==> src/rtl/cpr_pkg.sv <==
`default_nettype none
// ----------------------------------------------------------------------------
// cpr_pkg: shared types and constants for the controller poll responder
// Command codes, poll packings, the reply descriptor that passes from the
// classifier through the queue to the serialiser, and small helpers.
// ----------------------------------------------------------------------------
package cpr_pkg;

  // queue depth between classifier and serialiser
  localparam int QUEUE_DEPTH_DEF = 2;

  // flash size less one sector
  localparam logic [31:0] FW_LIMIT_RESET = 32'd2093056;

  // longest reply run in bytes
  localparam int REPLY_MAX = 10;
  localparam int IDX_W     = $clog2(REPLY_MAX);

  // console command codes
  localparam logic [7:0] CMD_ID        = 8'h00;
  localparam logic [7:0] CMD_RESET     = 8'hFF;
  localparam logic [7:0] CMD_POLL      = 8'h40;
  localparam logic [7:0] CMD_ORIGIN    = 8'h41;
  localparam logic [7:0] CMD_CALIBRATE = 8'h42;
  localparam logic [7:0] CMD_LONG_POLL = 8'h43;
  localparam logic [7:0] CMD_VERSION   = 8'h44;
  localparam logic [7:0] CMD_FW_SIZE   = 8'h45;

  // fixed reply bytes
  localparam logic [7:0] ID_BYTE0   = 8'h09;
  localparam logic [7:0] ID_BYTE1   = 8'h00;
  localparam logic [7:0] ID_BYTE2   = 8'h03;
  localparam logic [7:0] FW_ACCEPT  = 8'h00;
  localparam logic [7:0] FW_REFUSE  = 8'h01;
  localparam logic [7:0] PAD_BYTE   = 8'h00;

  // highest poll mode taken from the argument
  localparam logic [7:0] POLL_MODE_MAX = 8'h04;

  // reply lengths, as index of the final byte
  localparam logic [IDX_W-1:0] LAST_SHORT = IDX_W'(2);
  localparam logic [IDX_W-1:0] LAST_ONE   = IDX_W'(0);
  localparam logic [IDX_W-1:0] LAST_POLL  = IDX_W'(7);
  localparam logic [IDX_W-1:0] LAST_LONG  = IDX_W'(9);

  typedef enum logic [2:0] {
    MODE_0,
    MODE_1,
    MODE_2,
    MODE_3,
    MODE_4,
    MODE_5
  } poll_mode_t;

  // one complete reply run
  typedef struct packed {
    logic [REPLY_MAX-1:0][7:0] bytes;
    logic [IDX_W-1:0]          last_idx;
    logic                      boot;
    logic                      origin;
  } reply_desc_t;

  // queue occupancy seen by the classifier and serialiser
  typedef struct packed {
    logic empty;
    logic full;
  } queue_stat_t;

  // high nibbles of two values packed into one byte
  function automatic logic [7:0] nibbles(input logic [7:0] hi, input logic [7:0] lo);
    return {hi[7:4], lo[7:4]};
  endfunction

endpackage
`default_nettype wire

==> src/rtl/cpr_front.sv <==
`default_nettype none
// ----------------------------------------------------------------------------
// cpr_front: command classifier
// Accepts a command beat, decodes it and builds the full reply run with its
// length and flags, then pushes it into the reply queue. Unknown commands
// are taken and dropped.
// ----------------------------------------------------------------------------
module cpr_front (
  input  wire logic                 start,
  output logic                      busy,
  input  wire logic [7:0]           in_command,
  input  wire logic [31:0]          in_argument,
  input  wire logic [15:0]          in_buttons,
  input  wire logic [7:0]           in_main_stick_x,
  input  wire logic [7:0]           in_main_stick_y,
  input  wire logic [7:0]           in_second_stick_x,
  input  wire logic [7:0]           in_second_stick_y,
  input  wire logic [7:0]           in_trigger_left,
  input  wire logic [7:0]           in_trigger_right,
  input  wire logic [31:0]          fw_limit,
  input  wire cpr_pkg::queue_stat_t q_stat,
  output logic                      push,
  output cpr_pkg::reply_desc_t      push_desc
);
  import cpr_pkg::*;

  logic        accept;
  logic        known;
  poll_mode_t  mode;
  logic [7:0]  cnib;
  logic [7:0]  tnib;

  // beat taken whenever the queue has room
  assign busy   = q_stat.full;
  assign accept = start & ~busy;
  assign push   = accept & known;

  assign cnib = nibbles(in_second_stick_x, in_second_stick_y);
  assign tnib = nibbles(in_trigger_left, in_trigger_right);

  // poll mode select, out of range falls back to mode 0
  always_comb begin
    mode = MODE_0;
    unique case (in_command)
      CMD_POLL: begin
        if (in_argument[7:0] > POLL_MODE_MAX) begin
          mode = MODE_0;
        end else begin
          mode = poll_mode_t'(in_argument[2:0]);
        end
      end
      CMD_ORIGIN, CMD_CALIBRATE, CMD_LONG_POLL: begin
        mode = MODE_5;
      end
      default: begin
        mode = MODE_0;
      end
    endcase
  end

  // build the reply run
  always_comb begin
    push_desc          = '0;
    known              = 1'b1;
    push_desc.bytes[0] = in_buttons[15:8];
    push_desc.bytes[1] = in_buttons[7:0];
    push_desc.bytes[2] = in_main_stick_x;
    push_desc.bytes[3] = in_main_stick_y;
    push_desc.bytes[4] = in_second_stick_x;
    push_desc.bytes[5] = in_second_stick_y;
    push_desc.bytes[6] = in_trigger_left;
    push_desc.bytes[7] = in_trigger_right;
    push_desc.last_idx = LAST_POLL;

    // packing of the sample
    unique case (mode)
      MODE_0: begin
        push_desc.bytes[6] = tnib;
        push_desc.bytes[7] = PAD_BYTE;
      end
      MODE_1: begin
        push_desc.bytes[4] = cnib;
        push_desc.bytes[5] = in_trigger_left;
        push_desc.bytes[6] = in_trigger_right;
        push_desc.bytes[7] = PAD_BYTE;
      end
      MODE_2: begin
        push_desc.bytes[4] = cnib;
        push_desc.bytes[5] = tnib;
        push_desc.bytes[6] = PAD_BYTE;
        push_desc.bytes[7] = PAD_BYTE;
      end
      MODE_3: begin
        push_desc.last_idx = LAST_POLL;
      end
      MODE_4: begin
        push_desc.bytes[6] = PAD_BYTE;
        push_desc.bytes[7] = PAD_BYTE;
      end
      default: begin
        push_desc.bytes[8] = PAD_BYTE;
        push_desc.bytes[9] = PAD_BYTE;
        push_desc.last_idx = LAST_LONG;
      end
    endcase

    // fixed replies and flags
    unique case (in_command)
      CMD_ID, CMD_RESET: begin
        push_desc.bytes[0] = ID_BYTE0;
        push_desc.bytes[1] = ID_BYTE1;
        push_desc.bytes[2] = ID_BYTE2;
        push_desc.last_idx = LAST_SHORT;
      end
      CMD_VERSION: begin
        push_desc.bytes[0] = PAD_BYTE;
        push_desc.bytes[1] = PAD_BYTE;
        push_desc.bytes[2] = PAD_BYTE;
        push_desc.last_idx = LAST_SHORT;
      end
      CMD_FW_SIZE: begin
        push_desc.last_idx = LAST_ONE;
        if (in_argument <= fw_limit) begin
          push_desc.bytes[0] = FW_ACCEPT;
          push_desc.boot     = 1'b1;
        end else begin
          push_desc.bytes[0] = FW_REFUSE;
        end
      end
      CMD_ORIGIN: begin
        push_desc.origin = 1'b1;
      end
      CMD_POLL, CMD_CALIBRATE, CMD_LONG_POLL: begin
        known = 1'b1;
      end
      default: begin
        known = 1'b0;
      end
    endcase
  end

endmodule
`default_nettype wire

==> src/rtl/cpr_queue.sv <==
`default_nettype none
// ----------------------------------------------------------------------------
// cpr_queue: reply queue
// Short register FIFO of complete reply runs between the classifier and the
// serialiser, so that each side stalls on its own.
// ----------------------------------------------------------------------------
module cpr_queue #(
  parameter int DEPTH = cpr_pkg::QUEUE_DEPTH_DEF
) (
  input  wire logic                 clk,
  input  wire logic                 rst_n,
  input  wire logic                 push,
  input  wire cpr_pkg::reply_desc_t push_desc,
  input  wire logic                 pop,
  output cpr_pkg::reply_desc_t      head,
  output cpr_pkg::queue_stat_t      q_stat
);
  import cpr_pkg::*;

  localparam int PTR_W = (DEPTH > 1) ? $clog2(DEPTH) : 1;
  localparam int CNT_W = $clog2(DEPTH + 1);

  reply_desc_t      store_r [DEPTH];
  logic [PTR_W-1:0] wr_ptr_r, wr_ptr_nxt;
  logic [PTR_W-1:0] rd_ptr_r, rd_ptr_nxt;
  logic [CNT_W-1:0] count_r,  count_nxt;

  assign q_stat.empty = (count_r == '0);
  assign q_stat.full  = (count_r == CNT_W'(DEPTH));
  assign head         = store_r[rd_ptr_r];

  // pointer and fill update
  always_comb begin
    wr_ptr_nxt = wr_ptr_r;
    rd_ptr_nxt = rd_ptr_r;
    count_nxt  = count_r;
    if (push) begin
      wr_ptr_nxt = (wr_ptr_r == PTR_W'(DEPTH - 1)) ? '0 : wr_ptr_r + 1'b1;
    end
    if (pop) begin
      rd_ptr_nxt = (rd_ptr_r == PTR_W'(DEPTH - 1)) ? '0 : rd_ptr_r + 1'b1;
    end
    if (push && !pop) begin
      count_nxt = count_r + 1'b1;
    end else if (pop && !push) begin
      count_nxt = count_r - 1'b1;
    end
  end

  always_ff @(posedge clk) begin
    if (!rst_n) begin
      wr_ptr_r <= '0;
      rd_ptr_r <= '0;
      count_r  <= '0;
    end else begin
      wr_ptr_r <= wr_ptr_nxt;
      rd_ptr_r <= rd_ptr_nxt;
      count_r  <= count_nxt;
    end
  end

  // entry storage, no reset
  always_ff @(posedge clk) begin
    if (push) begin
      store_r[wr_ptr_r] <= push_desc;
    end
  end

`ifndef SYNTHESIS
  a_no_overflow: assert property (@(posedge clk) disable iff (!rst_n)
    push |-> !q_stat.full) else $error("reply queue written while full");

  a_no_underflow: assert property (@(posedge clk) disable iff (!rst_n)
    pop |-> !q_stat.empty) else $error("reply queue popped while empty");

  a_fill_rises: assert property (@(posedge clk) disable iff (!rst_n)
    (push && !pop) |=> (count_r == $past(count_r) + 1'b1))
    else $error("reply queue fill count lost a push");
`endif

endmodule
`default_nettype wire

==> src/rtl/cpr_back.sv <==
`default_nettype none
// ----------------------------------------------------------------------------
// cpr_back: reply serialiser
// Walks the run at the head of the queue one byte per cycle into the output
// registers, flags the final byte and pops the run after it.
// ----------------------------------------------------------------------------
module cpr_back (
  input  wire logic                 clk,
  input  wire logic                 rst_n,
  input  wire cpr_pkg::reply_desc_t head,
  input  wire cpr_pkg::queue_stat_t q_stat,
  output logic                      pop,
  output logic                      out_valid,
  output logic [7:0]                out_reply_byte,
  output logic                      out_last_byte,
  output logic                      out_enter_bootloader,
  output logic                      out_origin_clear
);
  import cpr_pkg::*;

  logic [IDX_W-1:0] idx_r, idx_nxt;
  logic             valid_r, valid_nxt;
  logic [7:0]       byte_r, byte_nxt;
  logic             last_r, last_nxt;
  logic             boot_r, boot_nxt;
  logic             origin_r, origin_nxt;
  logic             at_last;

  assign at_last = (idx_r == head.last_idx);
  assign pop     = ~q_stat.empty & at_last;

  // next beat from the head run
  always_comb begin
    valid_nxt  = ~q_stat.empty;
    byte_nxt   = head.bytes[idx_r];
    last_nxt   = at_last;
    boot_nxt   = at_last & head.boot;
    origin_nxt = head.origin;
    idx_nxt    = idx_r;
    if (!q_stat.empty) begin
      idx_nxt = at_last ? '0 : idx_r + 1'b1;
    end
  end

  always_ff @(posedge clk) begin
    if (!rst_n) begin
      idx_r   <= '0;
      valid_r <= 1'b0;
    end else begin
      idx_r   <= idx_nxt;
      valid_r <= valid_nxt;
    end
  end

  // beat payload, no reset
  always_ff @(posedge clk) begin
    byte_r   <= byte_nxt;
    last_r   <= last_nxt;
    boot_r   <= boot_nxt;
    origin_r <= origin_nxt;
  end

  assign out_valid            = valid_r;
  assign out_reply_byte       = byte_r;
  assign out_last_byte        = last_r;
  assign out_enter_bootloader = boot_r;
  assign out_origin_clear     = origin_r;

`ifndef SYNTHESIS
  a_boot_on_last: assert property (@(posedge clk) disable iff (!rst_n)
    (valid_r && boot_r) |-> last_r) else $error("bootloader flag off the final byte");

  a_run_unbroken: assert property (@(posedge clk) disable iff (!rst_n)
    (valid_r && !last_r) |=> valid_r) else $error("reply run broken mid-way");
`endif

endmodule
`default_nettype wire

==> src/rtl/controller_poll_responder.sv <==
`default_nettype none
// ----------------------------------------------------------------------------
// controller_poll_responder: console command responder
// Decodes one console command with the current controller sample and sends
// the reply run one byte per beat.
//
//   channel  ports                          handshake
//   in       start/busy, in_*               taken when start & !busy
//   out      out_valid, out_*               one cycle per beat, no stall
//   cfg      cfg_wr_en, cfg_wr_data         written when cfg_wr_en
//
// A reply runs one to ten beats, one beat per cycle, set by the serialiser.
// A taken run is written into the queue; its first beat is then registered by the serialiser.
// The queue holds QUEUE_DEPTH runs; busy rises only while it is full.
// Unknown commands are taken and give no beats.
// Reset clears the queue and serialiser and reloads the size limit.
// ----------------------------------------------------------------------------
module controller_poll_responder #(
  parameter int QUEUE_DEPTH = cpr_pkg::QUEUE_DEPTH_DEF
) (
  input  wire logic        clk,
  input  wire logic        rst_n,
  input  wire logic        start,
  output logic             busy,
  input  wire logic [7:0]  in_command,
  input  wire logic [31:0] in_argument,
  input  wire logic [15:0] in_buttons,
  input  wire logic [7:0]  in_main_stick_x,
  input  wire logic [7:0]  in_main_stick_y,
  input  wire logic [7:0]  in_second_stick_x,
  input  wire logic [7:0]  in_second_stick_y,
  input  wire logic [7:0]  in_trigger_left,
  input  wire logic [7:0]  in_trigger_right,
  output logic             out_valid,
  output logic [7:0]       out_reply_byte,
  output logic             out_last_byte,
  output logic             out_enter_bootloader,
  output logic             out_origin_clear,
  input  wire logic        cfg_wr_en,
  input  wire logic [31:0] cfg_wr_data
);
  import cpr_pkg::*;

  logic [31:0] fw_limit_r;
  logic [31:0] fw_limit_nxt;
  logic        push;
  logic        pop;
  reply_desc_t push_desc;
  reply_desc_t head;
  queue_stat_t q_stat;

  // firmware size limit register
  assign fw_limit_nxt = cfg_wr_en ? cfg_wr_data : fw_limit_r;

  always_ff @(posedge clk) begin
    if (!rst_n) begin
      fw_limit_r <= FW_LIMIT_RESET;
    end else begin
      fw_limit_r <= fw_limit_nxt;
    end
  end

  cpr_front u_front (
    .start             (start),
    .busy              (busy),
    .in_command        (in_command),
    .in_argument       (in_argument),
    .in_buttons        (in_buttons),
    .in_main_stick_x   (in_main_stick_x),
    .in_main_stick_y   (in_main_stick_y),
    .in_second_stick_x (in_second_stick_x),
    .in_second_stick_y (in_second_stick_y),
    .in_trigger_left   (in_trigger_left),
    .in_trigger_right  (in_trigger_right),
    .fw_limit          (fw_limit_r),
    .q_stat            (q_stat),
    .push              (push),
    .push_desc         (push_desc)
  );

  cpr_queue #(
    .DEPTH (QUEUE_DEPTH)
  ) u_queue (
    .clk       (clk),
    .rst_n     (rst_n),
    .push      (push),
    .push_desc (push_desc),
    .pop       (pop),
    .head      (head),
    .q_stat    (q_stat)
  );

  cpr_back u_back (
    .clk                  (clk),
    .rst_n                (rst_n),
    .head                 (head),
    .q_stat               (q_stat),
    .pop                  (pop),
    .out_valid            (out_valid),
    .out_reply_byte       (out_reply_byte),
    .out_last_byte        (out_last_byte),
    .out_enter_bootloader (out_enter_bootloader),
    .out_origin_clear     (out_origin_clear)
  );

endmodule
`default_nettype wire

==> config.mk <==
export PLATFORM = sky130hd
export DESIGN_NAME = controller_poll_responder
export DESIGN_NICKNAME = d
export VERILOG_FILES = /design/src/rtl/cpr_pkg.sv /design/src/rtl/cpr_front.sv /design/src/rtl/cpr_queue.sv /design/src/rtl/cpr_back.sv /design/src/rtl/controller_poll_responder.sv
export SDC_FILE = /design/constraint.sdc
export NUM_CORES = 1
export LEC_CHECK = 0
export BUFFER_PORTS_ARGS = -buffer_cell sky130_fd_sc_hd__buf_2
export CAP_MARGIN = 25
export CORE_ASPECT_RATIO = 1.2
export CORE_MARGIN = 10
export CORE_UTILIZATION = 55
export CTS_CLUSTER_DIAMETER = 60
export DETAILED_ROUTE_END_ITERATION = 10
export PLACE_DENSITY = 0.79
export SLEW_MARGIN = 10
export SYNTH_ARGS = -nofsm -noshare
export SYNTH_HDL_FRONTEND = slang
export SYNTH_SLANG_ARGS = --single-unit
==> constraint.sdc <==
create_clock -name clk -period 6.81 [get_ports clk]
set_input_delay 1.362 -clock clk [delete_from_list [all_inputs] [get_ports clk]]
set_output_delay 1.362 -clock clk [all_outputs]
set_load 0.02 [all_outputs]
# Word-level counts from Yosys, hierarchy flattened
# Memories as Yosys holds them, arrays and structs flattened. A register that Yosys moved wholly into a read port is not among the register bits.
# Cells that the tools add are included.
totals:
  reg_bits: 52
  ramBits: 140
  input_bits: 140
  word_cells: 74
  mem_count: 1
classes:
  add_sub_neg: 5
  magnitude_cmp: 3
  n_eq_ne: 13
  n_mux: 23
  bitwise: 6
  reduce_logical: 13
mem_list:
  columns: ["memory", "depth", "word_bits", "read_ports", "rd_ports_with_merged_regs", "wr", "line", "text"]
  rows:
  - ["u_queue.store_r", 2, 70, 1, 1, 1, "cpr_queue.sv:23", "reply_desc_t store_r [DEPTH];"]
ops:
  columns: ["operator", "n"]
  rows:
  - ["$pmux 16 s2", 2]
  - ["$eq 8x7->1 const B", 6]
  - ["$pmux 16 s3", 1]
  - ["$pmux 12 s3", 1]
  - ["$bmux 8 s4", 1]
  - ["$le 32x32->1", 1]
  - ["$mux 1", 11]
  - ["$eq 8x8->1 const B", 1]
  - ["$gt 8x3->1 const B", 1]
  - ["$logic_not 8->1", 1]
  - ["$mux 4", 2]
  - ["$mux 8", 1]
  - ["$reduce_or 8->1", 1]
  - ["$eq 3x2->1 const B", 2]
  - ["$pmux 3 s2", 1]
  - ["$lt 4x5->1 const B", 1]
  - ["$reduce_or 5->1", 1]
  - ["$add 4x1->4 const B", 1]
  - ["$and 1x1->1", 4]
  - ["$eq 4x4->1", 1]
  - ["$mux 2", 2]
  - ["$reduce_or 2->1", 2]
  - ["$eq 3x1->1 const B", 1]
  - ["$eq 3x3->1 const B", 1]
  - ["other kinds (12)", 16]

# Longest topological paths before layout
logic_depth:
  word_depth: 8
  mapped_depth: 12
  ltp_nobuf: 11

# Modules after synthesis
# A second synthesis with hierarchy kept.
hier_totals:
  cells_unflattened: 799
  area_unflattened_um2: 10847.9
by_module_without_submodules:
  columns: ["module", "instances", "cells_each", "area_per_inst_um2", "seq_area_each_um2"]
  rows:
  - ["cpr_queue", 1, 290, 6626.4, 5265.0]
  - ["cpr_front", 1, 286, 1835.5, 0.0]
  - ["controller_poll_responder", 1, 103, 1221.2, 640.6]
  - ["cpr_back", 1, 120, 1164.9, 320.3]

# Least setup slack after synthesis
# Ideal clock, no wire load.
synth_timing:
  kind: "input to register"
  start: "input in_command[3]"
  end: "memory u_queue.store_r[0][0] in the netlist's numbering, enable pin"
  arrival_ps: 5486
  required_ps: 6312
  setup_slack_ps: 825
  cell_stages: 4
  path_cell_list: "or4_4 > or3b_4 > a21o_1 > nor2_1"
synth_via:
  elab_chain_len: 6
  word_cells_on_any_way: 13
synth_rtl:
  columns: ["item", "line", "text"]
  rows:
  - ["start: declaration", "controller_poll_responder.sv:25", "input wire logic [7:0] in_command,"]
  - ["$eq 8x7->1 (tied with other cells)", "cpr_front.sv:108", "unique case (in_command)"]
  - ["$reduce_or 8->1 (no source line) *", null, null]
  - ["$mux 1 *", "cpr_front.sv:108", null]
  - ["$and 1x1->1 *", "cpr_front.sv:36", "assign push = accept & known;"]
  - ["$mux 1 *", "cpr_queue.sv:64", "if (push) begin"]
  - ["$mux 1 (implied by the code) *", "cpr_queue.sv:65", "store_r[wr_ptr_r] <= push_desc;"]
  - ["end: declaration", "cpr_queue.sv:23", null]
# Every way passes the cells marked *; elsewhere a longest branch is shown, timed or not.

# Worst setup path after layout
layout_timing:
  start: "input in_command[3]"
  end: "memory u_queue.store_r[0][66] in the netlist's numbering, enable pin"
# Same word-level chain as after synthesis.

==> impl_metrics.json <==
{
  "drv_cap": 0,
  "area_growth_pct": 18.1,
  "layout-drive-gt1-share_pct": 32.3,
  "reg2reg_to": "u_queue.count_r[1]$_SDFFE_PN0P_",
  "die_w_um": 135,
  "seqCellArea_sq_um": 5270,
  "wire_per_inst_um": 21.1,
  "synth-seq-cells": 193,
  "outcome": "completed",
  "numCtsBuffers": 17,
  "synth-simple-area-share_pct": 10.6,
  "layout.nets": 937,
  "worst_slew_pin_slew_ns": 0.995,
  "cts_setup_buffers": 0,
  "async_flop_share_pct": 0,
  "hold_violations": 0,
  "cp-startpoint": "in_command[3]",
  "clkTransAtPathRegs_ns": 0.06,
  "vias": 5672,
  "clock_sinks": 193,
  "postRouteAntennaNets": 0,
  "critPathKind": "in2reg",
  "nFillCells": 1142,
  "hold_buffers": 0,
  "num_io_pins": 153,
  "wirelength_um": 20800,
  "drc": 0,
  "crit_end": "u_queue.store_r[0][66]$_DFFE_PP_",
  "critical_path.cell_chain": "buf_2 -> or4_4 -> nor2_4 -> o211ai_2 -> nand2_1 -> inv_1 -> a21o_1 -> nor2_4 -> buf_4",
  "grt_pass1_vias": 6128,
  "multi_input_area_sq_um": 3240,
  "core_area_sq_um": 15600,
  "start_util_pct": 56.0,
  "synth_area_sq_um": 8760,
  "die-height_um": 158,
  "slew_viol_final": 0,
  "peakVddDrop_v": 0.000175,
  "yosysWarnings": 0,
  "syn_area_per_cell_sq_um": 14.3,
  "grt_usage_pct": 19.9,
  "r2r_start": "u_back.idx_r[1]$_SDFFE_PN0P_",
  "portBuffers": 152,
  "dp_hpwl_um": 15000,
  "min_path_type": "reg2reg",
  "synth_xor_area_share_pct": 0.800,
  "grt_max_degree": 58,
  "synth_ff_type": "edfxtp_1",
  "die_area_sq_um": 21400,
  "worstSetupEndpointType": "flop",
  "synth_compound_area_share_pct": 5.67,
  "hold-worst-slack_ns": 0.483,
  "synthesis.nets": 787,
  "seq_area_frac_synth_pct": 60.1,
  "worst-path-buf-inv": 3,
  "reg2reg_slack_ns": 3.98,
  "cts_tree": "done",
  "fin_crit_ns": 4.14,
  "skew_ns": 0.0113,
  "fmax_mhz": 241,
  "finalSetupViolations": 0,
  "critical_path_required_ns": 6.87,
  "cts_resized": 0,
  "cts-root-buf": "clkbuf_16",
  "synthAdderAreaFrac_pct": 4.86,
  "drt_first_pass_iters": 6,
  "critPathMaxFanout": 43,
  "synth_cell_types": 55,
  "relSlewSlack_pct": 33.7,
  "start_kind": "input pin",
  "synthesis.instances": 613,
  "routed_via_density": 5.75,
  "crit_family": "simple AND/OR/NAND/NOR gates",
  "clock_path_buffers": 2,
  "rsz0062_at_grt": "false",
  "critPathArrivalTime_ns": 4.21,
  "grt_overflow_total": 0,
  "place_congestion": 0.848,
  "synth_top_family_by_area": "multiplexers",
  "grt_pass1_wl_um": 32600,
  "fp-row-count": 50,
  "path_depth": 9,
  "worstSkewPairLatency_ns": 0.43,
  "yosys-mux-area-fraction_pct": 14.9,
  "min_period_over_period_pct": 60.8,
  "antenna_found_initial": 3,
  "tns_ns": 0,
  "critPathMostFrequentCell": "nor2_4",
  "dr.first_iter.drc_count": 576,
  "htreeDepth": 4,
  "ff2ff_path_depth": 6,
  "synth_edf_count": 140,
  "layout.cells.non_filler": 986,
  "powerDensity_nw_per_um2": 244,
  "p_leak_nw": 3.89,
  "dp_cells": 952,
  "slowest_delay_ns": 0.65,
  "cp_slowest_cell": "nor2_4"
}
## cells in the final DEF, fill, tap and decap left out, types with 3 or more instances in the layout
master	n
ha_1	34
a22oi_1	14
o21ai_0	20
mux4_2	40
and2_1	21
mux2_2	3
inv_1	38
a21oi_1	18
bufinv_16	4
nor2_4	4
edfxtp_1	140
clkbuf_16	17
nor2b_1	46
and3_1	6
a21o_1	3
nand2_1	34
mux2i_1	28
mux2_4	6
buf_2	152
nor2_1	8
nand3_1	8
dfxtp_1	52
o211ai_1	11
buf_4	4
xnor2_1	7
o21ai_1	3
nand4_1	8
nor3_1	3
## how the worst min path moves through the flow
stage | startpoint | to | slack [ns] | depth (start not counted)
2_1_floorplan | u_queue.store_r[1][0]$_DFFE_PP_ | u_back.out_origin_clear$_DFF_P_ | 0.45 | 1
3_3_place_gp | u_queue.store_r[0][0]$_DFFE_PP_ | u_back.out_origin_clear$_DFF_P_ | 0.47 | 1
3_5_place_dp | u_queue.store_r[0][0]$_DFFE_PP_ | u_back.out_origin_clear$_DFF_P_ | 0.46 | 1
4_1_cts | u_queue.store_r[0][0]$_DFFE_PP_ | u_back.out_origin_clear$_DFF_P_ | 0.48 | 1
5_1_grt | u_queue.store_r[0][0]$_DFFE_PP_ | u_back.out_origin_clear$_DFF_P_ | 0.51 | 1
6_report | u_queue.store_r[0][0]$_DFFE_PP_ | u_back.out_origin_clear$_DFF_P_ | 0.48 | 1
## state kept, by name, summed over array words and instances (netlist names), named ones only
name / count
u_back.idx_r: 4
fw_limit_r: 32
u_queue.rd_ptr_r: 1
u_back.out_reply_byte: 8
u_back.out_enter_bootloader: 1
u_back.out_valid: 1
u_queue.wr_ptr_r: 1
u_queue.count_r: 2
u_queue.store_r: 140
u_back.out_last_byte: 1
u_back.out_origin_clear: 1
## routing by layer
layer	up-vias	track usage, %	routed length (um)
met2	250	33.3	10600
li1	2610	-	-
met1	2776	23.3	8050
met4	2	8.93	569
met3	34	5.64	1550
met5	-	0	13
## stage by stage
step / total power [mW] / area, sq um / worst slack (ns) / utilization [%]
2_1_floorplan: 1.41 / 8760 / 0.825 / -
3_3_place_gp: 1.48 / 9700 / 2.37 / 62.0
5_1_grt: 2.61 / 10300 / 2.47 / 66.1
6_report: 2.52 / 10300 / 2.67 / 66.1
4_1_cts: 2.54 / 10300 / 2.69 / 66.1
3_5_place_dp: 1.49 / 9700 / 2.25 / 62.0
## cells in the mapped netlist, drive strengths merged (2+ instances only)
cell type | number | area, sq um
dfxtp | 53 | 1060
mux4 | 40 | 901
and2 | 21 | 131
nand2b | 2 | 12.5
inv | 39 | 146
and3 | 7 | 48.8
mux2 | 9 | 124
nand4 | 8 | 50.1
ha | 34 | 425
edfxtp | 140 | 4200
o211ai | 12 | 95.1
o21ai | 24 | 124
nand2 | 34 | 128
nor2 | 12 | 60.1
nor3 | 3 | 15.0
xnor2 | 7 | 61.3
a21o | 3 | 22.5
nor4 | 4 | 46.3
clkbuf | 15 | 56.3
nand3 | 8 | 40.0
a21oi | 18 | 90.1
a22oi | 14 | 105
or4 | 3 | 26.3
nor2b | 46 | 288
mux2i | 28 | 280
nor3b | 3 | 27.5
or3 | 2 | 12.5
buf | 10 | 65.1
## layout make-up
| cell class | count | share of cell area, % |
|---|---|---|
| repair buffers | 156 | 7.64 |
| inverters | 39 | 1.42 |
| clock buffers | 20 | 4.41 |
| flip-flops and latches | 193 | 50.9 |
| diodes | 2 | 0.0484 |
| clock inverters | 12 | 1.74 |
| well taps | 208 | 2.52 |
| multi-input cells | 356 | 31.3 |
## power breakdown
part	internal [mW]	switching (mW)
Clock	0.637	0.422
Combinational	0.0873	0.0970
Sequential	1.27	0.00728
Total	2.00	0.526
## cell families (layout without fill, tap and decap cells)
group                      count (synthesis)  count (layout)
other                                      0               2
muxes                                     77              77
AOI/OAI and AO/OA                         79              79
buffers and inverters                     64             227
xor gates and xnor gates                   8               8
adders and majority gates                 34              34
and+or+nand+nor                          158             158
DFF                                      193             193
(Power assumes the default switching activity.)
